**src/rtl/ubrc_pkg.sv**
```systemverilog
// Shared types and constants for the USART baud register calculator.
// Used by every module of the block; depends on nothing.
package ubrc_pkg;

  localparam int DivSteps  = 35;  // quotient bits produced by the cell row
  localparam int RemWidth  = 32;
  localparam int ProdWidth = 28;  // 16 * (2^24 - 1) fits in 28 bits

  localparam logic [31:0] IntLimit  = 32'd8192;
  localparam int          FracShift = 13;

  localparam logic       ModeArith = 1'b0;
  localparam logic       ModeFrac  = 1'b1;
  localparam logic [1:0] Samp3x    = 2'd0;
  localparam logic [1:0] Samp8x    = 2'd1;

  typedef enum logic [1:0] {
    STAT_OK        = 2'd0,
    STAT_RATE_HIGH = 2'd1,
    STAT_INT_OVER  = 2'd2,
    STAT_FRAC_3X   = 2'd3
  } status_t;

  // Data that travels along the divider cells with each request.
  typedef struct packed {
    logic [RemWidth-1:0]  rem;
    logic [DivSteps-1:0]  quo;   // dividend bits shift out, quotient bits shift in
    logic [RemWidth-1:0]  div;
    logic                 mode;
    logic                 force_zero;
    status_t              status;
  } work_t;

endpackage

```
**src/rtl/ubrc_front.sv**
```systemverilog
// Entry stage: oversampled rate product, early status checks, divider setup.
// Depends on ubrc_pkg.
module ubrc_front (
  input  logic                clk,
  input  logic                rst,
  input  logic                advance,
  input  logic                in_valid,
  input  logic                mode,
  input  logic [1:0]          sampling_code,
  input  logic [23:0]         bit_rate,
  input  logic [31:0]         ref_clock,
  output logic                work_valid,
  output ubrc_pkg::work_t     work
);

  logic [ubrc_pkg::ProdWidth-1:0] prod;
  ubrc_pkg::work_t                work_next;

  always_comb begin
    case (sampling_code)
      ubrc_pkg::Samp3x: prod = {3'b0, bit_rate, 1'b0} + {4'b0, bit_rate};
      ubrc_pkg::Samp8x: prod = {1'b0, bit_rate, 3'b0};
      default:          prod = {bit_rate, 4'b0};
    endcase
  end

  always_comb begin
    work_next.mode       = mode;
    work_next.force_zero = (mode == ubrc_pkg::ModeArith) && (prod == '0);

    if (mode == ubrc_pkg::ModeFrac && sampling_code == ubrc_pkg::Samp3x) begin
      work_next.status = ubrc_pkg::STAT_FRAC_3X;
    end else if ({4'b0, prod} > ref_clock) begin
      work_next.status = ubrc_pkg::STAT_RATE_HIGH;
    end else if (mode == ubrc_pkg::ModeFrac && prod == '0) begin
      work_next.status = ubrc_pkg::STAT_INT_OVER;
    end else begin
      work_next.status = ubrc_pkg::STAT_OK;
    end

    // Arithmetic mode divides prod * 2^32 by the clock; the top dividend bits
    // preload the remainder. Fractional mode divides clock * 8 by prod.
    if (mode == ubrc_pkg::ModeArith) begin
      work_next.rem = {7'b0, prod[ubrc_pkg::ProdWidth-1:3]};
      work_next.quo = {prod[2:0], 32'b0};
      work_next.div = ref_clock;
    end else begin
      work_next.rem = '0;
      work_next.quo = {ref_clock, 3'b0};
      work_next.div = {4'b0, prod};
    end
  end

  always_ff @(posedge clk) begin
    if (rst) begin
      work_valid <= 1'b0;
    end else if (advance) begin
      work_valid <= in_valid;
    end
  end

  always_ff @(posedge clk) begin
    if (advance) begin
      work <= work_next;
    end
  end

endmodule

```
**config.mk**
```make
export PLATFORM = sky130hd
export DESIGN_NAME = ubrc_front
export DESIGN_NICKNAME = d
export VERILOG_FILES = /design/src/rtl/ubrc_pkg.sv /design/src/rtl/ubrc_front.sv
export SDC_FILE = /design/constraint.sdc
export NUM_CORES = 1
export LEC_CHECK = 0
export BUFFER_PORTS_ARGS = -buffer_cell sky130_fd_sc_hd__buf_2
export CELL_PAD_IN_SITES_DETAIL_PLACEMENT = 0
export CELL_PAD_IN_SITES_GLOBAL_PLACEMENT = 1
export CORE_UTILIZATION = 44
export DETAILED_ROUTE_END_ITERATION = 8
export PLACE_DENSITY = 0.95
export SETUP_SLACK_MARGIN = 0.4
export SLEW_MARGIN = 20
export SYNTH_ARGS = -nofsm -noshare
export SYNTH_HDL_FRONTEND = slang
export SYNTH_SLANG_ARGS = --single-unit
export TNS_END_PERCENT = 5
```
**constraint.sdc**
```tcl
create_clock -name clk -period 10.6 [get_ports clk]
set_clock_uncertainty 0.05 [all_clocks]
set_input_delay 2.12 -clock clk [delete_from_list [all_inputs] [get_ports clk]]
set_output_delay 2.12 -clock clk [all_outputs]
set_load 0.05 [all_outputs]
```
[Word-level counts from Yosys, hierarchy flattened]
Index checks and enable logic that the tools add are counted.
Word-level totals
  logic and storage cells: 25
  register bits after elaboration: 104
  input bits: 63
Operators by class
  $lt $le $gt $ge: 1
  reductions and logical operators: 6
  eq/ne operators: 1
  multiplexer cells: 4
  add/sub/neg operators: 1
  bitwise operators: 1
Operators with widths (number)
  2-to-1 mux 67 bit: 1
  case mux 28 bit (2 select lines): 1
  > comparator 28 x 32 -> 1 bit: 1
  zero test 28 bit: 1
  adder 25 x 24 -> 26 bit: 1
  2-to-1 mux 2 bit: 2
  logical AND 1 bit: 3
  equality test 2 x 1 -> 1 bit (second input constant): 1
  zero test 2 bit: 1
  OR reduction 2 bit: 1
  NOT 1 bit: 1

[Logic depth before layout (Yosys ltp)]
  depth in word-level cells: 6
  gate-level depth with buffers: 19

[Worst setup path before layout]
Ideal clock, no wire load.
  kind: input port to flip-flop
  start: input bit_rate[0]
  end: register work[1] (netlist bit), data pin
  library setup time: 0.259 ns
  arrival time: 5.486 ns
  buffers on the path: 0
  slack: 4.805 ns
  stages on the path: 19
  cells stage by stage: ha_1 > fa_1 > a21o_1 > a221o_1 > a21oi_4 > a211oi_1 > o21a_1 > o311ai_1 > and2_1 > inv_1 > ha_1 > nand4_1 > nor2_1 > nand3_1 > nand3b_1 > nand3_1 > a311o_1 > nand3_1 > o31ai_1
On the way
  word-level cells in the longest chain between the ends: 6
  elaborated cells between the ends (all ways): 7
  classes of those cells: 1 x add/sub; 1 x order compare; 3 x mux; 2 x reduce/logical
Ends and longest elaborated chain
  from (decl): line ubrc_front.sv:10  | input logic [23:0] bit_rate,
  adder 25 x 24 -> 26 bit *: line ubrc_front.sv:21  | ubrc_pkg::Samp3x: prod = {3'b0, bit_rate, 1'b0} + {4'b0, bit_rate};
  case mux 28 bit (2 select lines) *: line ubrc_front.sv:20  | case (sampling_code)
  via prod, one bit: line ubrc_front.sv:16  | logic [ubrc_pkg::ProdWidth-1:0] prod;
  branches (longest 3 deep; another with > comparator 28 x 32 -> 1 bit)
  2-to-1 mux 2 bit *: line ubrc_front.sv:33  | end else if ({4'b0, prod} > ref_clock) begin
  to (signal assigned): line ubrc_front.sv:64  | work <= work_next;
  to (decl): line ubrc_front.sv:13  | output ubrc_pkg::work_t work
Mark *: on every way through the listed nets, which the timed path passes.
A chain may end at the register's enable or synchronous reset.

[Worst setup path after layout]
Ends and elaborated chain as after synthesis.

==> summary.txt <==
WL/cell: 17.5 microns
Initial antenna violation count: 0
HPWL after detailed placement: 12600 microns
Final min period: 6020 ps
Crit-path max cell delay: 410 ps
Peak VDD IR: 0.0787 mV
Worst Hold Class: reg2reg
Placeable Area: 13900 sq um
Post-synth top area share: 44.7%
Vias in the first global route: 5075
GP Congestion: 0.883
Fin crit share: 56.8%
Die extent in x: 121 microns
Post-CTS Setup Bufs: 0
Count of state elements after synthesis: 94
Longest Clk Path Bufs: 2
Number of CTS-inserted buffers: 9
Most common cell in the synthesized netlist: edfxtp_1
Die area: 14700 sq um
Mapped Cells: 639
Max-slew headroom: 32.5%
PortBufs: 156
Req. time, crit path: 10730 ps
Post-synth EDFFs: 93
Peak Freq: 166 MHz
CTS tree: built
Max-slew violations: 0
Vias: 5431
ANT nets after route: 0
Post-synth top area cell: edfxtp_1
Synth unique cells: 69
Htree depth: 3
Share of layout cells above drive strength 1: 25.1%
DR vias/cell: 5.62
Initial DRC Count: 485
Sequential share of the synthesized area: 45.1%
Global-route wire length before repair: 26200 microns
Tightest Pin Transition: 1010 ps
Avg Cell Area, Syn: 9.77 sq um
RSZ-0062 raised after global routing: false
Element type at the critical path end: register
Final setup fails: 0
Total grt overflow: 0
Fin nets: 897
Pwr dens: 164 nW/um^2
Post-CTS sizing: 0
Synth top cells by count: edfxtp_1 (93), nor2_1 (61), nand2_1 (60), ha_1 (52), inv_1 (45)
Critical path arrival: 6150 ps
Fin util: 53.6%
Starting Density: 45.0%
Critical-path cell list: buf_2, ha_1, fa_1, a21o_1, a221o_1, a21oi_4, a211oi_1, o21a_1, o311ai_1, and2_1, inv_1, ha_1, nand4_1, nor2_1, nand3_1, nand3b_1, nand3_1, a311o_1, nand3_1, o31ai_1
Worst-path clk slew: 70 ps
First-pass DRT Iterations: 7
Setup tns final: 0 ps
Synth area leaders: edfxtp_1 (45%), ha_1 (10%), nor2_1 (3.7%)
Leakage power: 3.29 nW
Syn-to-layout area delta: 19.2%
Post-synthesis cell area: 6240 sq um
Fin. Hold Viols: 0
Final WL: 16900 microns
Cell Rows: 43
Yosys Warn Count: 0
Placed Area: 7070 sq um
ANT cells: 0
Clk root buf: clkbuf_16
Worst skew pair latency: 340 ps
Ys async rst share: 0%
Residual DRC: 0
Status: complete, no violations
Startpoint types: input pin
Design area: 7440 sq um
Largest net degree at the start of global routing: 82
GRT Overall Usage: 23.4%
MaxCap Viol Count: 0
Die Span Y: 121 microns
CTS sink cnt: 94
Crit-path max FO: 8
Hold buffers post-CTS: 0
Most common cell on crit path: nand3_1
I/O pin total: 167
Critical path type: in2reg
Crit-path slowest cell: fa_1
Ys flop type: edfxtp_1
==> metal layers <==
metal	share of wire (%)	GRT usage, %	wire [microns]
met5	0	0	0
met4	2.6	9.80	440
met3	6.4	3.52	1090
met2	48	38.9	8100
met1	43	30.3	7320
==> path summary, 6_finish.rpt <==
check                   start          to  slack, ps  depth (start not counted)
setup / recovery  bit_rate[0]     work[1]       4580                         20
hold / removal     work_valid  work_valid        440                          2
setup reg to reg   work_valid  work_valid       9980                          2
hold reg to reg    work_valid  work_valid        440                          2
==> sequential cells by signal, indices dropped and copies added, names as in the netlist <==
| signal | flops |
|---|---|
| work_valid | 1 |
| work | 93 |
==> layout by cell type (no fill, tap or decap), drive strengths merged, types with 3 or more instances in the layout <==
cell	instances
bufinv	4
o22ai	13
o211ai	7
nor4	9
nand4	14
buf	159
nor2	61
o21ai	45
or3	4
nor2b	8
edfxtp	93
or2	3
and2	19
mux2i	8
xor2	5
conb	10
a211o	3
ha	52
nand2b	5
and3	5
a21oi	45
o21a	9
nand3	11
clkbuf	9
a21o	13
nand2	60
a22oi	6
nor3	20
inv	48
xnor2	4
a211oi	5
==> cells by family after synthesis <==
family	after synthesis	share of synthesized area [%]
XOR/XNOR	9	1.26
other	1	0.0601
AO/OA/AOI/OAI	164	16.8
buffers and inverters	83	6.53
adder cells (fa/ha/maj)	53	10.7
multiplexers	10	1.64
flip-flops	94	45.1
AND/OR/NAND/NOR	225	17.9
==> per-stage QoR <==
step                cells  power, mW  setup slack [ps]  hold WS [ps]
floorplan             648      0.736              4800           683
global placement      950      0.823              4350           421
detailed placement    950      0.827              4240           433
CTS                   966       1.22              4560           449
global route          966       1.26              4180           476
finish                966       1.22              4580           440
==> where the power goes <==
| part | switching (mW) | internal (mW) | total (mW) |
|---|---|---|---|
| clock | 0.142 | 0.256 | 0.397 |
| sequential | 0.00898 | 0.448 | 0.457 |
| combinational | 0.269 | 0.0981 | 0.367 |
| total | 0.419 | 0.801 | 1.22 |
==> worst max-delay path: cells and delay by family <==
| family | cells | cell delay [ps] |
|---|---|---|
| AOI/OAI and AO/OA | 8 | 1840 |
| buffers and inverters | 2 | 210 |
| and+or+nand+nor | 7 | 1010 |
| adders and majority gates | 3 | 950 |
==> layout make-up <==
class                   count  area, sq um
well taps                 180          225
multi-input cells         471         3060
repair buffers            159          806
clock inverters             7          143
inverters                  46          173
flip-flops and latches     94         2810
clock buffers               9          225
fillers                  1241         6440
Power figures use the tool's default switching activity.
