==> src/rtl/ubrc_pkg.sv <==
// Shared types and constants for the USART baud register calculator.
// Used by every module of the block; depends on nothing.
package ubrc_pkg;

  localparam int DivSteps  = 35;  // quotient bits produced by the cell row
  localparam int RemWidth  = 32;
  localparam int ProdWidth = 28;  // 16 * (2^24 - 1) fits in 28 bits

  localparam logic [31:0] IntLimit  = 32'd8192;
  localparam int          FracShift = 13;

  localparam logic       ModeArith = 1'b0;
  localparam logic       ModeFrac  = 1'b1;
  localparam logic [1:0] Samp3x    = 2'd0;
  localparam logic [1:0] Samp8x    = 2'd1;

  typedef enum logic [1:0] {
    STAT_OK        = 2'd0,
    STAT_RATE_HIGH = 2'd1,
    STAT_INT_OVER  = 2'd2,
    STAT_FRAC_3X   = 2'd3
  } status_t;

  // Data that travels along the divider cells with each request.
  typedef struct packed {
    logic [RemWidth-1:0]  rem;
    logic [DivSteps-1:0]  quo;   // dividend bits shift out, quotient bits shift in
    logic [RemWidth-1:0]  div;
    logic                 mode;
    logic                 force_zero;
    status_t              status;
  } work_t;

endpackage

==> src/rtl/ubrc_back.sv <==
// Result stage: turns the quotient into the baud register value and status.
// Depends on ubrc_pkg.
module ubrc_back (
  input  logic            clk,
  input  logic            rst,
  input  logic            advance,
  input  logic            last_valid,
  input  ubrc_pkg::work_t last_work,
  output logic            out_valid,
  output logic [15:0]     baud_value,
  output logic [1:0]      status
);

  logic [32:0]       scale;
  logic [31:0]       int_part;
  logic [2:0]        eighths;
  logic [15:0]       baud_next;
  ubrc_pkg::status_t status_next;

  always_comb begin
    scale    = 33'h1_0000_0000 - last_work.quo[32:0];
    int_part = last_work.quo[ubrc_pkg::DivSteps-1:3];
    eighths  = last_work.quo[2:0];

    status_next = last_work.status;
    baud_next   = '0;
    if (last_work.status == ubrc_pkg::STAT_OK) begin
      if (last_work.mode == ubrc_pkg::ModeArith) begin
        // Taking bits 31:16 drops the 2^32 case to zero, as the register does.
        baud_next = last_work.force_zero ? 16'd0 : scale[31:16];
      end else if (int_part > ubrc_pkg::IntLimit) begin
        status_next = ubrc_pkg::STAT_INT_OVER;
      end else begin
        baud_next = {eighths, 13'b0} | {2'b0, int_part[ubrc_pkg::FracShift:0]};
      end
    end
  end

  always_ff @(posedge clk) begin
    if (rst) begin
      out_valid <= 1'b0;
    end else if (advance) begin
      out_valid <= last_valid;
    end
  end

  always_ff @(posedge clk) begin
    if (advance) begin
      baud_value <= baud_next;
      status     <= status_next;
    end
  end

endmodule

==> config.mk <==
export PLATFORM = sky130hd
export DESIGN_NAME = ubrc_back
export DESIGN_NICKNAME = d
export VERILOG_FILES = /design/src/rtl/ubrc_pkg.sv /design/src/rtl/ubrc_back.sv
export SDC_FILE = /design/constraint.sdc
export NUM_CORES = 1
export LEC_CHECK = 0
export BUFFER_PORTS_ARGS = -buffer_cell sky130_fd_sc_hd__buf_2
export CAP_MARGIN = 0
export CELL_PAD_IN_SITES_DETAIL_PLACEMENT = 1
export CELL_PAD_IN_SITES_GLOBAL_PLACEMENT = 1
export CORE_MARGIN = 2
export CORE_UTILIZATION = 21
export CTS_BUF_LIST = sky130_fd_sc_hd__clkbuf_8
export DETAILED_ROUTE_END_ITERATION = 10
export GPL_TIMING_DRIVEN = 0
export PLACE_DENSITY_LB_ADDON = 0.1
export RECOVER_POWER = 25
export SETUP_SLACK_MARGIN = 0.3
export SLEW_MARGIN = 40
export SYNTH_ARGS = -nofsm -noshare
export SYNTH_HDL_FRONTEND = slang
export SYNTH_SLANG_ARGS = --single-unit
export TNS_END_PERCENT = 30
==> constraint.sdc <==
create_clock -name clk -period 1.8 [get_ports clk]
set_input_delay 0.36 -clock clk [delete_from_list [all_inputs] [get_ports clk]]
set_output_delay 0.36 -clock clk [all_outputs]
set_load 0.03 [all_outputs]
# Word level (Yosys, flattened, before mapping)

Index checks and enable logic that the tools add are counted.

Div/mod/pow operators: 0
Add/sub/neg operators: 1
Mux-type cells: 6
Eq/ne operators: 0
Reductions and logical operators: 1
Shifts and indexed selects: 0
Magnitude comparators: 1
Multiply operators: 0
Bitwise operators: 1

Operator list:

| kind                    | count |
|---|---|
| $mux W16                | 3 |
| $gt A32 B14 Y1 const B  | 1 |
| $sub A1 B32 Y32 const A | 1 |
| $or A16 B14 Y16         | 1 |
| $mux W2                 | 3 |
| $logic_not A2 Y1        | 1 |

Memories: 0
Bits of input ports: 107
Bits in latches: 0
Bits in registers: 19
Bits in read-only memories: 0
Output and inout port bits: 19
Memory bits (writable): 0
Word-level logic and storage cells: 13

# Longest topological paths before layout

Word-level depth: 4
Mapped depth: 6

# Worst setup path before layout

No wires, ideal clock.

Path kind: input -> register
From: in last_work[43] (netlist name)
To: reg baud_value[13] (data pin)
Buffers on the path: 1
Stages on the path: 6
Required time: 1.631 ns
Slack: -0.042 ns
Data arrival time: 1.673 ns
Setup time: 0.169 ns
Cell sequence: nor4_2 nand4_2 a2111oi_4 buf_6 o21ai_1 o31ai_1

Longest elaborated chain between the ends: 3

Ends and longest elaborated chain:

| element                                           | line                             | text |
|---|---|---|
| from (decl)                                       | ubrc_back.sv:8                   | `input ubrc_pkg::work_t last_work,` |
| $sub A1 B32 Y32 or $gt A32 B14 Y1 (tied branches) | ubrc_back.sv:21, ubrc_back.sv:31 |  |
| $mux W16, on equally long branches                | ubrc_back.sv:30, ubrc_back.sv:31 |  |
| $mux W16 *                                        | ubrc_back.sv:28                  | `if (last_work.mode == ubrc_pkg::ModeArith) begin` |
| to (signal assigned)                              | ubrc_back.sv:49                  | `baud_value <= baud_next;` |
| to (decl)                                         | ubrc_back.sv:10                  | `output logic [15:0] baud_value,` |

Every way passes the cells marked *; elsewhere a longest branch is shown, timed or not.
A chain may end at the register's enable or synchronous reset.

# Worst setup path after layout

From: in last_work[44] (netlist name)
To: reg baud_value[10] (data pin)

The elaborated chain is that of the path after synthesis.

==> results.md <==
CTS:
- The clock-pin slew on the worst setup and hold paths is 0.07 ns.
- The number of H-tree branching levels is 1.
- The clock root buffer master is sky130_fd_sc_hd__clkbuf_8.
- Counting the buffers created by CTS gives 3.
- The maximum root-to-sink buffer count is 2.
- At the later pin of the worst-skew pair, clock insertion delay measures 0.25 ns.
- The clock tree from TritonCTS is built.
- CTS saw 19 sinks.

Route:
- In the routed layout, each cell is associated on average with a via count of 4.547.
- The total via count after detailed routing is 1205.
- The remaining antenna violation count after routing is 0.
- The average wire per standard cell is 16.05 um.
- The length of the first detailed-routing pass in iterations is 4.
- After detailed routing, the number of remaining DRC violations is 0.
- The DRC marker count from the first detailed-route iteration is 43.
- The total wire length is 4.254 mm.

Die:
- The core region is 5405 sq um.
- From left edge to right edge, the die measures 78.24 um.
- The initialized floorplan defines 27 standard-cell rows.
- The effective utilization at floorplan is 21.41%.
- The die height is 78.24 um.
- Pin placement for this block handled 126 I/O pins.
- The area of the die is 6121 sq um.

Timing:
- Counting I/O delays and the setup requirement, the final critical path takes 1.796 ns.
- The remaining max-slew budget at the tightest pin is 28.56%.
- In the finished design, the share of the clock period the worst path needs comes to 99.79%.
- The number of endpoints with negative hold slack in the final report came to 0.
- The measured slew at the worst slew-check pin is 1.072 ns.
- Derived from the worst setup path, the maximum achievable clock frequency is 556.7 MHz.
- The clock skew after layout is 0 ns.
- The final worst hold slack is 0.2515 ns.
- The count of pins over their slew limit is 0.
- Setup repair after global routing could not meet its margin everywhere.
- Setup slack closes at 0.003744 ns.
- Setup violations remaining at the end of the flow were counted as 0.

Hold path:
- The startpoint identified for the worst hold timing path is rst.
- The min-delay analysis places its worst path in the category input port to register.
- The worst hold path terminates at out_valid$_SDFFE_PP0P_.
- The instance count along the most critical hold path is 2.

Yosys:
- A synthesized cell averages 10.24 sq um.
- For this run, asynchronously set or reset flops after synthesis account for 0%.
- Sorting the synthesized cells by how often they occur yields sky130_fd_sc_hd__edfxtp_1, sky130_fd_sc_hd__nand2_1, sky130_fd_sc_hd__o21ai_0, sky130_fd_sc_hd__nor3_1.
- The main combinational cell family by area after synthesis is simple AND/OR/NAND/NOR gates.
- The adder-cell area share of the yosys netlist is 0%.
- The biggest area contributor in the post-synthesis netlist is sky130_fd_sc_hd__edfxtp_1.
- Summing the areas of all compound-gate instances in the mapped netlist gives 16.97% of the synthesized area.
- The count of synthesis-stage warnings from yosys is 0.
- The post-synth design cell area is 1157 sq um.
- The number of enable flip-flop cells after synthesis is 18.
- The xor-xnor portion of the synthesized cell area is 6.054%.
- The number of distinct library cell variants in the gate-level netlist after synthesis is 33.
- For this run, the leading register cell type out of synthesis is sky130_fd_sc_hd__edfxtp_1.
- The synthesis-stage register bit count is 19.
- Summing the areas of all and, or, nand and nor instances in the mapped netlist gives 25.08% of the synthesized area.
- Synthesis produced 113 cells.
- By area the synthesized netlist is led by sky130_fd_sc_hd__edfxtp_1, sky130_fd_sc_hd__nand2_1, sky130_fd_sc_hd__o21ai_0.
- Synthesis produced a netlist with a net count of 220.
- The top cell type by area accounts for 46.70% of the synthesized area.
- The portion of the post-synthesis area used by sequential elements is 48.43%.
- Measured against the total synthesized area, the mux share comes to 0.8649%.

Setup path:
- The startpoint identified for the worst register-to-register timing path is out_valid$_SDFFE_PP0P_.
- The worst register-to-register path has a setup slack of 1.21 ns.
- The critical path data arrival time is 1.78 ns.
- The depth of the worst register-to-register path is 2.
- The peak per-stage delay on the critical path is 0.32 ns.
- STA classifies the critical path startpoint as an input port.
- The largest individual stage delay along the critical path comes from the cell sky130_fd_sc_hd__nor4_4.
- The worst register-to-register path ends at out_valid$_SDFFE_PP0P_.
- STA puts the critical path data required time at 1.79 ns.
- In this run the worst path has a maximum fanout of 8.
- Traced cell by cell, the critical path runs through buf_8, nor4_4, nand4_4, buf_4, buf_6, nor3_4, xnor2_1, o21ai_0.
- The worst setup path is of the input port to register kind.
- STA classifies the critical path endpoint as a register.

Pwr:
- The static leakage is 0.7764 nW.
- IR analysis of the VDD net gives a maximum drop of 0.0002177 V.
- Power comes to 1.058 mW.
- The power per cell area is 537.1 nW/um^2.

Cells and area:
- The growth of design area from synthesis to finish is 70.16%.
- For this run, the post-layout net count is 301.
- The share of final-layout standard cells stronger than drive strength 1 is 55.96%.
- The repair_antennas step left the layout with diodes totalling 0.
- The layout has 648 filler cells.
- The post-layout instance count excluding filler cells is 265.

Global route:
- The global router's overall resource usage is 14.35%.
- The via count of the first global-routing pass came to 1341.
- The maximum number of pins on one net before global-route repair is 20.
- The overall overflow remaining after global route is 0.
- The initial antenna violation count is 0.
- The wire length of the first global-routing pass is 6.824 mm.

Place:
- The count of buffers added on input and output ports is 61.
- Summed over all nets, the half-perimeter wirelength after detailed placement is 3.246 mm.
- The weighted congestion reported at the end of routability-driven placement is 0.7757.
- Before CTS, the worst setup slack after placement is -0.5251 ns.
- Counting tap cells, the placed design contains a total of 246 instances.

Run:
- The tool flagged a number of max-cap violations equal to 0.

Outcome:
- The run finished with clean final reports.
==> timing repair <==
item	in CTS	in global routing
gates cloned	2	0
gates resized for setup	23	24
setup buffers	8	5
hold buffers	0	0
setup endpoints to repair	17	17
pin swaps	9	10
==> flip-flops by register name (all words and copies together), names as in the netlist <==
signal / flops
baud_value: 16
status: 2
out_valid: 1
==> per-stage QoR <==
| stage | cell area (sq um) | util, % | setup TNS [ns] |
|---|---|---|---|
| floorplan | 1217 | - | 0 |
| global placement | 1613 | 29.84 | -6.630 |
| detailed placement | 1613 | 29.84 | -6.762 |
| CTS | 1829 | 33.84 | 0 |
| global route | 1969 | 36.44 | -0.2981 |
| finish | 1969 | 36.44 | 0 |
==> routing by layer <==
metal	vias to the layer above	track usage, %	share of wire (%)
met5	-	0	0
met4	0	3.158	0.61
met3	2	2.529	4.1
met2	33	24.66	52
met1	572	18.85	44
li1	598	-	-
==> critical path: cells and delay by family <==
family          cells  cell delay (ns)
compound gates      1             0.10
xor+xnor            1             0.15
buf+inv             3             0.42
simple gates        3             0.75
==> logic make-up after synthesis <==
logic type	count (synthesis)
AOI/OAI and AO/OA	27
xor gates and xnor gates	8
muxes	1
DFF	19
and+or+nand+nor	52
buffers and inverters	6
==> placed cells by master (no fill, tap or decap), types with 2 or more instances in the layout <==
cell type / instances
sky130_fd_sc_hd__buf_2: 55
sky130_fd_sc_hd__buf_4: 11
sky130_fd_sc_hd__buf_6: 6
sky130_fd_sc_hd__buf_8: 2
sky130_fd_sc_hd__clkbuf_1: 4
sky130_fd_sc_hd__clkbuf_8: 4
sky130_fd_sc_hd__edfxtp_1: 18
sky130_fd_sc_hd__inv_1: 3
sky130_fd_sc_hd__nand2_1: 14
sky130_fd_sc_hd__nand2_2: 4
sky130_fd_sc_hd__nand2b_1: 2
sky130_fd_sc_hd__nand4_1: 2
sky130_fd_sc_hd__nor2_1: 3
sky130_fd_sc_hd__nor3_1: 2
sky130_fd_sc_hd__nor3_2: 3
sky130_fd_sc_hd__nor3_4: 4
sky130_fd_sc_hd__nor4_1: 2
sky130_fd_sc_hd__nor4_4: 7
sky130_fd_sc_hd__o21a_1: 2
sky130_fd_sc_hd__o21ai_0: 7
sky130_fd_sc_hd__o21ai_1: 4
sky130_fd_sc_hd__o31ai_1: 2
sky130_fd_sc_hd__o31ai_2: 2
sky130_fd_sc_hd__or2_2: 2
sky130_fd_sc_hd__or4_1: 2
sky130_fd_sc_hd__xnor2_1: 2
sky130_fd_sc_hd__xor2_1: 6
==> layout make-up <==
type / count / area (sq um) / area share (%)
buffer: 4 / 32.53 / 1.652
clock buffer: 3 / 41.29 / 2.097
clock inverter: 1 / 3.754 / 0.1906
inverter: 2 / 7.507 / 0.3812
multi-input combinational: 88 / 774.5 / 39.33
sequential: 19 / 560.5 / 28.46
tap: 72 / 90.09 / 4.574
timing repair buffer: 76 / 459.2 / 23.32
==> how the worst max path moves through the flow <==
stage	endpoint	slack [ns]	startpoint
after floorplan	baud_value[13]$_SDFFCE_PP0P_	0.04	last_work[63]
after global placement	baud_value[13]$_SDFFCE_PP0P_	-0.53	last_work[66]
after detailed placement	baud_value[13]$_SDFFCE_PP0P_	-0.53	last_work[66]
after CTS	baud_value[12]$_SDFFCE_PP0P_	0.03	last_work[42]
after global routing	baud_value[8]$_SDFFCE_PP0P_	-0.07	last_work[44]
final	baud_value[10]$_SDFFCE_PP0P_	0.004	last_work[44]
==> power breakdown <==
part | total [mW] | internal (mW) | switching (mW)
logic | 0.241 | 0.0847 | 0.156
registers | 0.516 | 0.511 | 0.00578
clock network | 0.300 | 0.152 | 0.148
No activity file was read; power rests on OpenSTA's default activity.
