### config.mk
export PLATFORM = sky130hd
export DESIGN_NAME = ubrc_div_cell
export DESIGN_NICKNAME = d
export VERILOG_FILES = /design/src/rtl/ubrc_pkg.sv /design/src/rtl/ubrc_div_cell.sv
export SDC_FILE = /design/constraint.sdc
export NUM_CORES = 1
export LEC_CHECK = 0
export ABC_CLOCK_PERIOD_IN_PS = 4700
export BUFFER_PORTS_ARGS = -buffer_cell sky130_fd_sc_hd__buf_2
export CAP_MARGIN = 20
export CELL_PAD_IN_SITES_DETAIL_PLACEMENT = 1
export CELL_PAD_IN_SITES_GLOBAL_PLACEMENT = 2
export CORE_MARGIN = 5
export CORE_UTILIZATION = 30
export CTS_CLUSTER_SIZE = 14
export DETAILED_ROUTE_END_ITERATION = 8
export PLACE_DENSITY = 0.89
export RECOVER_POWER = 50
export SLEW_MARGIN = 10
export SYNTH_ARGS = -nofsm -noshare
export SYNTH_HDL_FRONTEND = slang
export SYNTH_SLANG_ARGS = --single-unit
### constraint.sdc
create_clock -name clk -period 4.7 [get_ports clk]
set_input_delay 0.94 -clock clk [delete_from_list [all_inputs] [get_ports clk]]
set_output_delay 0.94 -clock clk [all_outputs]
set_load 0.02 [all_outputs]
### src/rtl/ubrc_pkg.sv
// Shared types and constants for the USART baud register calculator.
// Used by every module of the block; depends on nothing.
package ubrc_pkg;

  localparam int DivSteps  = 35;  // quotient bits produced by the cell row
  localparam int RemWidth  = 32;
  localparam int ProdWidth = 28;  // 16 * (2^24 - 1) fits in 28 bits

  localparam logic [31:0] IntLimit  = 32'd8192;
  localparam int          FracShift = 13;

  localparam logic       ModeArith = 1'b0;
  localparam logic       ModeFrac  = 1'b1;
  localparam logic [1:0] Samp3x    = 2'd0;
  localparam logic [1:0] Samp8x    = 2'd1;

  typedef enum logic [1:0] {
    STAT_OK        = 2'd0,
    STAT_RATE_HIGH = 2'd1,
    STAT_INT_OVER  = 2'd2,
    STAT_FRAC_3X   = 2'd3
  } status_t;

  // Data that travels along the divider cells with each request.
  typedef struct packed {
    logic [RemWidth-1:0]  rem;
    logic [DivSteps-1:0]  quo;   // dividend bits shift out, quotient bits shift in
    logic [RemWidth-1:0]  div;
    logic                 mode;
    logic                 force_zero;
    status_t              status;
  } work_t;

endpackage

### src/rtl/ubrc_div_cell.sv
// One restoring division cell: produces one quotient bit per request.
// Depends on ubrc_pkg.
module ubrc_div_cell (
  input  logic            clk,
  input  logic            rst,
  input  logic            advance,
  input  logic            prev_valid,
  input  ubrc_pkg::work_t prev_work,
  output logic            work_valid,
  output ubrc_pkg::work_t work
);

  logic [ubrc_pkg::RemWidth:0] trial;
  logic [ubrc_pkg::RemWidth:0] diff;
  logic                        take;
  ubrc_pkg::work_t             work_next;

  always_comb begin
    trial = {prev_work.rem, prev_work.quo[ubrc_pkg::DivSteps-1]};
    diff  = trial - {1'b0, prev_work.div};
    take  = trial >= {1'b0, prev_work.div};

    work_next     = prev_work;
    work_next.rem = take ? diff[ubrc_pkg::RemWidth-1:0] : trial[ubrc_pkg::RemWidth-1:0];
    work_next.quo = {prev_work.quo[ubrc_pkg::DivSteps-2:0], take};
  end

  always_ff @(posedge clk) begin
    if (rst) begin
      work_valid <= 1'b0;
    end else if (advance) begin
      work_valid <= prev_valid;
    end
  end

  always_ff @(posedge clk) begin
    if (advance) begin
      work <= work_next;
    end
  end

endmodule

## Word level (Yosys, flattened, before mapping)

Cells that the tools add are included.

| word-level totals | value |
|---|---|
| register bits | 104 |
| word-level logic and storage cells | 10 |
| output and inout port bits | 104 |
| input port bits | 107 |

| cells by class | value |
|---|---|
| add/sub/neg operators | 1 |
| muxes and demuxes | 1 |
| magnitude comparators | 1 |

Operator list:

| kind | count |
|---|---|
| >= comparator 33 x 32 -> 1 bit | 1 |
| 2-to-1 mux 32 bit | 1 |
| subtractor 32 bit | 1 |

## Longest topological paths before layout

Gate-level depths: netlist of the first run.

| logic depth | value |
|---|---|
| word-level depth | 2 |
| gate-level depth with buffers | 13 |
| depth with buffers taken out | 12 |

## Worst setup path after synthesis of the first run

OpenSTA, ideal clock, no wires.

| timing | value |
|---|---|
| path kind | in2reg |
| start | input port prev_work[11] in the netlist's numbering |
| end | register work[101] in the netlist's numbering (data pin) |
| buffers on the path | 2 |
| stages on the path | 12 |
| library setup time | 0.262 ns |
| slack | 0.985 ns |
| arrival time | 3.453 ns |
| data required time | 4.438 ns |
| cells stage by stage | inv_1 ha_1 buf_2 nand4_1 or4_1 a21oi_1 nor3_1 a211oi_2 o21ai_2 o31ai_4 buf_4 mux2_1 |

RTL lines:

| item | RTL line | text |
|---|---|---|
| from (decl) | ubrc_div_cell.sv:8 | `input ubrc_pkg::work_t prev_work,` |
| to (signal assigned) | ubrc_div_cell.sv:38 | `work <= work_next;` |
| to (decl) | ubrc_div_cell.sv:10 | `output ubrc_pkg::work_t work` |

==> results of run 1 <==
## cell type report
| type | instances | area, um^2 | area share, % |
|---|---|---|---|
| Clock buffer | 9 | 225 | 3.31 |
| Multi-Input combinational cell | 290 | 1990 | 29.2 |
| Clock inverter | 6 | 55.1 | 0.808 |
| Timing Repair Buffer | 214 | 998 | 14.7 |
| Antenna cell | 1 | 2.50 | 0.0367 |
| Tap cell | 225 | 282 | 4.13 |
| Sequential cell | 104 | 3110 | 45.7 |
| Inverter | 38 | 143 | 2.09 |
## flip-flops by register name, indices dropped and copies added, names as in the netlist
| name | cells |
|---|---|
| work | 103 |
| work_valid | 1 |
## placed cells by master, fill, tap and decap left out, drive strengths merged, types with 4 or more instances in the layout
| cell type | synthesis | layout |
|---|---|---|
| nand2 | 27 | 27 |
| a21oi | 54 | 54 |
| o211ai | 4 | 4 |
| nor2 | 37 | 37 |
| clkbuf | 6 | 75 |
| inv | 38 | 40 |
| o21ai | 17 | 17 |
| nand4 | 7 | 7 |
| nand2b | 4 | 4 |
| nand3 | 8 | 8 |
| xor2 | 11 | 11 |
| a31oi | 5 | 5 |
| a211oi | 4 | 4 |
| xnor2 | 16 | 16 |
| a21o | 12 | 12 |
| buf | 11 | 148 |
| o21a | 6 | 6 |
| edfxtp | 103 | 103 |
| ha | 32 | 32 |
| mux2 | 10 | 10 |
| nor4 | 4 | 4 |
## worst reg2reg max path: cells and delay by family (launching register included)
| kind | cells | cell delay (ns) |
|---|---|---|
| flip-flops | 1 | 0.35 |
| AND/OR/NAND/NOR | 1 | 0.16 |
| multiplexers | 1 | 0.09 |
## power breakdown
group	switching (W)	internal, W	leakage (nW)
registers	0.0000225	0.00114	1.02
clock network	0.000356	0.000366	0.132
logic	0.000397	0.000221	1.72
## per-stage QoR
| stage | total power [W] | setup WS (ns) | std cells | hold WS [ns] | utilization, % |
|---|---|---|---|---|---|
| floorplan | 0.00158 | 0.985 | 449 | 0.579 | - |
| global placement | 0.00180 | 0.445 | 871 | 0.469 | 38.1 |
| detailed placement | 0.00182 | 0.384 | 871 | 0.534 | 38.1 |
| CTS | 0.00255 | 0.732 | 886 | 0.551 | 39.7 |
| global route | 0.00265 | 0.539 | 886 | 0.570 | 39.2 |
| finish | 0.00250 | 0.690 | 887 | 0.545 | 39.2 |
## worst max-delay path by stage
| stage | from | end | cells past startpoint |
|---|---|---|---|
| floorplan | prev_work[11] | work[101] | 12 |
| global placement | prev_work[70] | work[101] | 13 |
| detailed placement | prev_work[70] | work[101] | 13 |
| CTS | prev_work[70] | work[101] | 13 |
| global route | prev_work[4] | work[101] | 12 |
| finish | prev_work[70] | work[101] | 13 |
## kinds of logic after synthesis
group,share of synthesized area (%)
buffers and inverters,4.29
flip-flops,58.4
multiplexers,2.67
AND/OR/NAND/NOR,8.56
AO/OA/AOI/OAI,13.8
XOR/XNOR,4.43
adder cells (fa/ha/maj),7.88
## metal layers
layer	vias up	track usage [%]	share of wire [%]
met5	-	0	0.33
met4	8	4.36	1.8
met3	26	4.89	8.5
met2	159	25.3	48
met1	1984	17.0	41
li1	2059	-	-
## Yosys cell counts (3+ instances only)
library cell and instances:
xnor2_1 16, nor2_1 37, mux2_2 6, clkbuf_1 5, nand4_1 7, xor2_1 11
nand2b_1 4, mux2_1 4, o21a_1 6, a21oi_1 54, o21bai_1 3, nand3_1 8
a21o_1 12, nand2_1 27, mux2i_1 3, ha_1 32, o21ai_0 16, nor4_1 4
inv_1 38, buf_4 3, a31oi_1 5, edfxtp_1 103, o211ai_1 4, buf_2 8
a211oi_1 3
==> metrics, run 1 <==
Via density=4.78; post-route clock skew=0 ns; number of I/O port buffers=210; final worst path period share=~85%; Post-CTS Setup Bufs=0; reg-to-reg startpoint=work_valid; CP required=4.80 ns; die extent in y=approximately 140 um; crit path cell chain=buf_2 > inv_1 > ha_1 > fa_1 > nand2b_1 > a21oi_1 > o21ai_0 > o311a_1 > a31oi_1 > a21oi_1 > o41ai_1 > xor2_1 > mux2_1; fin. max-slew vios=48; grt ovf=0; status=finished, violations left; CTS root buffer=clkbuf_16; Final setup viols=0; R2R Path End=work_valid; post-synth top area cell=edfxtp_1; Synth Cell Area=~0.0053 mm^2; drt initial violations=193; fmax=~250 MHz; htree depth=3; WL final=15.4 mm; Synth Flop Type=edfxtp_1; Max-Cap Viols=1; Critical path buffers and inverters=2; initial core utilization=a little under a third; Synth Register Bits=104; CP Class=in2reg; Post-synth EDFFs=a little over 100; overall via count from detail_route=4236; die area=0.0205 mm^2; startpoint types=input pin; DRC=0; Slew Limit Headroom=-79.9%; leakage=2.87 nW; cell area after layout=roughly 0.007 mm^2; fillers=about 2000; Synth area leaders=edfxtp_1, ha_1, a21oi_1; CTS tree=done; violated checks=max-capacitance violations, max-slew violations; gp weighted congestion=~0.9; clk buf depth=2; path depth of the worst reg2reg path=2; Hold WC Path Type=reg2reg; Cells after Synth=449; largest net degree at the start of global routing=48; worst slew pin tran=between 2 and 3 ns; hold_buf cts=0; DR pass1 iterations=4; clock latency at the later pin of the worst-skew pair=0.35 ns; power per cell area=roughly 370 mW/mm^2; All-Layer GR Usage=14.5%; clock sinks=between 100 and 150; post-route ant nets=0; syn nets=slightly below 600; core area=0.0174 mm^2; Clock transition at path regs=approximately 0.070 ns; post-DP HPWL=about 12 mm; Yosys top cell area share=58.0%; Hold EP=work_valid; critical path fanouts, max=4; Chip Width=143 um; fraction of registers with async set or reset after synthesis=0%; Worst VDD drop=roughly 0.17 mV; first-pass GRT wire length=23.4 mm; syn avg cell area=about 12 um^2; Area Growth Syn to Fin=27.7%; post-synth cell types=48; top-level I/O count=211; Final Hold Viols=0; post_cts resized=0; CP top delay family=compound AO/OA/AOI/OAI gates; register area share after synthesis=between 50% and 60%; Worst Min Path Start=work_valid; share of cells above drive strength 1=26.3%; crit path DAT=4.11 ns; critical path's most frequent cell=a21oi_1; area post-placement=0.00661 mm^2; vias in the first global route=~4500; Synthesis Warnings=0; cts bufs inserted=9; Post-Route Setup TNS=0 ns; Crit-path slowest cell=o311a_1; fin crit period=4.01 ns; row count=48; CP max stage delay=roughly 0.42 ns; Nets=797; crit end category=flop; initial antenna violation count=4; RSZ-0062 raised after global routing=false; flop2flop setup slack=between 4 and 5 ns; WL/cell=~17 um; hold path cells=2
Power figures use the tool's default switching activity.
==> run 2: changes to the inputs <==
ABC_AREA = 1   (was default)
CORE_UTILIZATION = 29   (was 30)
PLACE_DENSITY = 0.9   (was 0.89)
REMOVE_ABC_BUFFERS = 1   (was default)
==> run 2 against run 1 <==
Effect of this change:
- the run still ends with max-capacitance violations, max-slew violations left
- die area grew 20%
- first-iteration DRC count grew 20%
- fmax grew 29%
- area after synthesis grew 18%
- count of clock-buffer cells in the layout grew 1
- critical path depth shrank 10
- wire length grew 29%
- via count grew 31%
==> metrics, run 2 <==
violated checks=max-capacitance violations, max-slew violations; hold_buf cts=0; cts bufs inserted=9; post_cts resized=0; metal3 WL=1.40 mm; sw frac=around 33%; crit end category=flop; gp weighted congestion=~0.86; post-route ant nets=0; Cells after Synth=753; flop2flop setup slack=around 4.1 ns; path depth of the worst reg2reg path=2; top flop regs=work: 103 flops, work_valid: 1 flops; Synth area leaders=edfxtp_1, nand2_1, inv_1; Yosys top cell area share=between 40% and 50%; register area share after synthesis=about half; CP Class=in2reg; Worst VDD drop=0.155 mV; fin. max-slew vios=33; vias in the first global route=5759; Reg with most FFs=work; RSZ-0062 raised after global routing=false; Nets=between 1000 and 1500; share of cells above drive strength 1=24.0%; commonest non-fill, non-tap cell in the layout=nand2_1; sequential group share of total power=44.4%; Comb power frac=between 20% and 30%; overall via count from detail_route=~5500; post-DP HPWL=approximately 16 mm; DR WL met2=between 9 and 10 mm; area post-placement=0.00761 mm^2; Post-synth top cells=nand2_1, inv_1, edfxtp_1; power per cell area=about 330 mW/mm^2; leakage=approximately 4.1 nW; core area=roughly 0.021 mm^2; final worst path period share=between 60 and 70%; Synth Flop Type=edfxtp_1; number of I/O port buffers=210; DR pass1 iterations=4; Via density=4.44; post-synth cell types=28; max FFs per register=103; initial core utilization=between 20% and 30%; Synthesis Warnings=0; reg-to-reg startpoint=work_valid; met1 wire length=8.78 mm; Post-CTS Setup Bufs=0; Worst Min Path Start=work_valid; Post-synth EDFFs=roughly 100; status=finished, violations left; clock latency at the later pin of the worst-skew pair=~0.35 ns; R2R Path End=work_valid; WL/cell=15.9 um; crit path cell chain=clkbuf_1 > buf_16 > buf_4; drt initial violations=232; Hold WC Path Type=reg2reg; CTS tree=done; Clock transition at path regs=around 0.08 ns; Slew Limit Headroom=-43.8%; critical path fanouts, max=57; highest routed metal layer=met5; Crit-path slowest cell=clkbuf_1; Area Growth Syn to Fin=25.7%; clk buf depth=2; Hold EP=work_valid; die area=about 0.025 mm^2; pre-CTS WS=1.38 ns; crit path DAT=~3.2 ns; WL final=roughly 20 mm; Synth Cell Area=between 0.006 and 0.007 mm^2; fraction of registers with async set or reset after synthesis=0%; CTS root buffer=clkbuf_16; htree depth=3; NetSw=~0.00087 W; fin worst setup slack=between 1.5 and 2 ns; CP max stage delay=~1.5 ns; DRC=0; CP required=around 4.7 ns; most frequent cells in the layout=nand2_1, buf_2, inv_1; Internal=~0.0017 W; Chip Width=between 150 and 200 um; Max-Cap Viols=1; Post-Route Setup TNS=0 ns; largest net degree at the start of global routing=90; first-pass GRT wire length=about 30 mm; Synth Register Bits=between 100 and 150; row count=53; clock sinks=~100; cell area after layout=roughly 0.0079 mm^2; worst slew pin tran=around 2.2 ns; All-Layer GR Usage=15.6%; n_diodes=0; fmax=around 320 MHz; die extent in y=157 um; most common cell in the synthesized netlist=nand2_1; grt ovf=0; Final Hold Viols=0; Final setup viols=0; Clk pwr share=between 20 and 30%; fin crit period=around 3.1 ns; post-synth top area cell=edfxtp_1; syn avg cell area=between 8 and 9 um^2; initial antenna violation count=1; top-level I/O count=between 200 and 250; hold path cells=2; post-route clock skew=0 ns; startpoint types=input pin
run 2: cell count changes after synthesis, moves of 14 or more:
cell | previous run | this run
a21oi_1 | 54 | 21
inv_1 | 38 | 150
nand2_1 | 27 | 274
nand3_1 | 8 | 56
o21ai_0 | 16 | 2
xnor2_1 | 16 | 1
run 2: worst max-delay path, delay by kind of cell:
family,cells,cell delay [ns]
buffers and inverters,3,2.14
run 2: power groups by stage:
stage               Clock (W)  Sequential, W  Combinational (W)
finish               0.000758        0.00116           0.000691
global route         0.000829        0.00117           0.000773
CTS                  0.000794        0.00116           0.000703
detailed placement          0        0.00118           0.000699
global placement            0        0.00117           0.000688
floorplan                   0        0.00130           0.000304
run 2: final cells by class:
class	instances	area, um^2
fill	2640	13300
sequential	104	3110
multi-input combinational	489	2520
timing repair buffer	213	1070
inverter	150	563
tap	275	344
clock buffer	10	229
clock inverter	6	57.6
run 2: routing by layer:
metal  global-route usage [%]  up-vias
met4                     3.40        2
met1                     19.7     2564
li1                         -     2798
met5                        0        -
met2                     26.9      151
met3                     4.29       16
run 2: cell families after synthesis:
family	synth area share, %
flip-flops	49.5
AO/OA/AOI/OAI	2.07
AND/OR/NAND/NOR	29.3
buffers and inverters	10.3
multiplexers	0.159
XOR/XNOR	1.95
adder cells (fa/ha/maj)	6.69
run 2: how the worst max path moves through the flow:
| stage | endpoint | start | cells after the start |
|---|---|---|---|
| after floorplan | work[71] | prev_work[32] | 12 |
| after global placement | work[72] | prev_work[31] | 13 |
| after detailed placement | work[97] | prev_work[31] | 13 |
| after CTS | work[80] | prev_work[31] | 13 |
| after global routing | work[101] | advance | 3 |
| final | work[98] | advance | 3 |
run 2: per-stage QoR:
step | total power (W) | std cells | util [%] | hold slack (ns)
after CTS | 0.00265 | 1246 | 37.3 | 0.504
after global routing | 0.00277 | 1247 | 37.4 | 0.539
after global placement | 0.00186 | 1230 | 36.0 | 0.469
after floorplan | 0.00161 | 743 | - | 0.579
after detailed placement | 0.00188 | 1230 | 36.0 | 0.485
final | 0.00261 | 1247 | 37.4 | 0.495
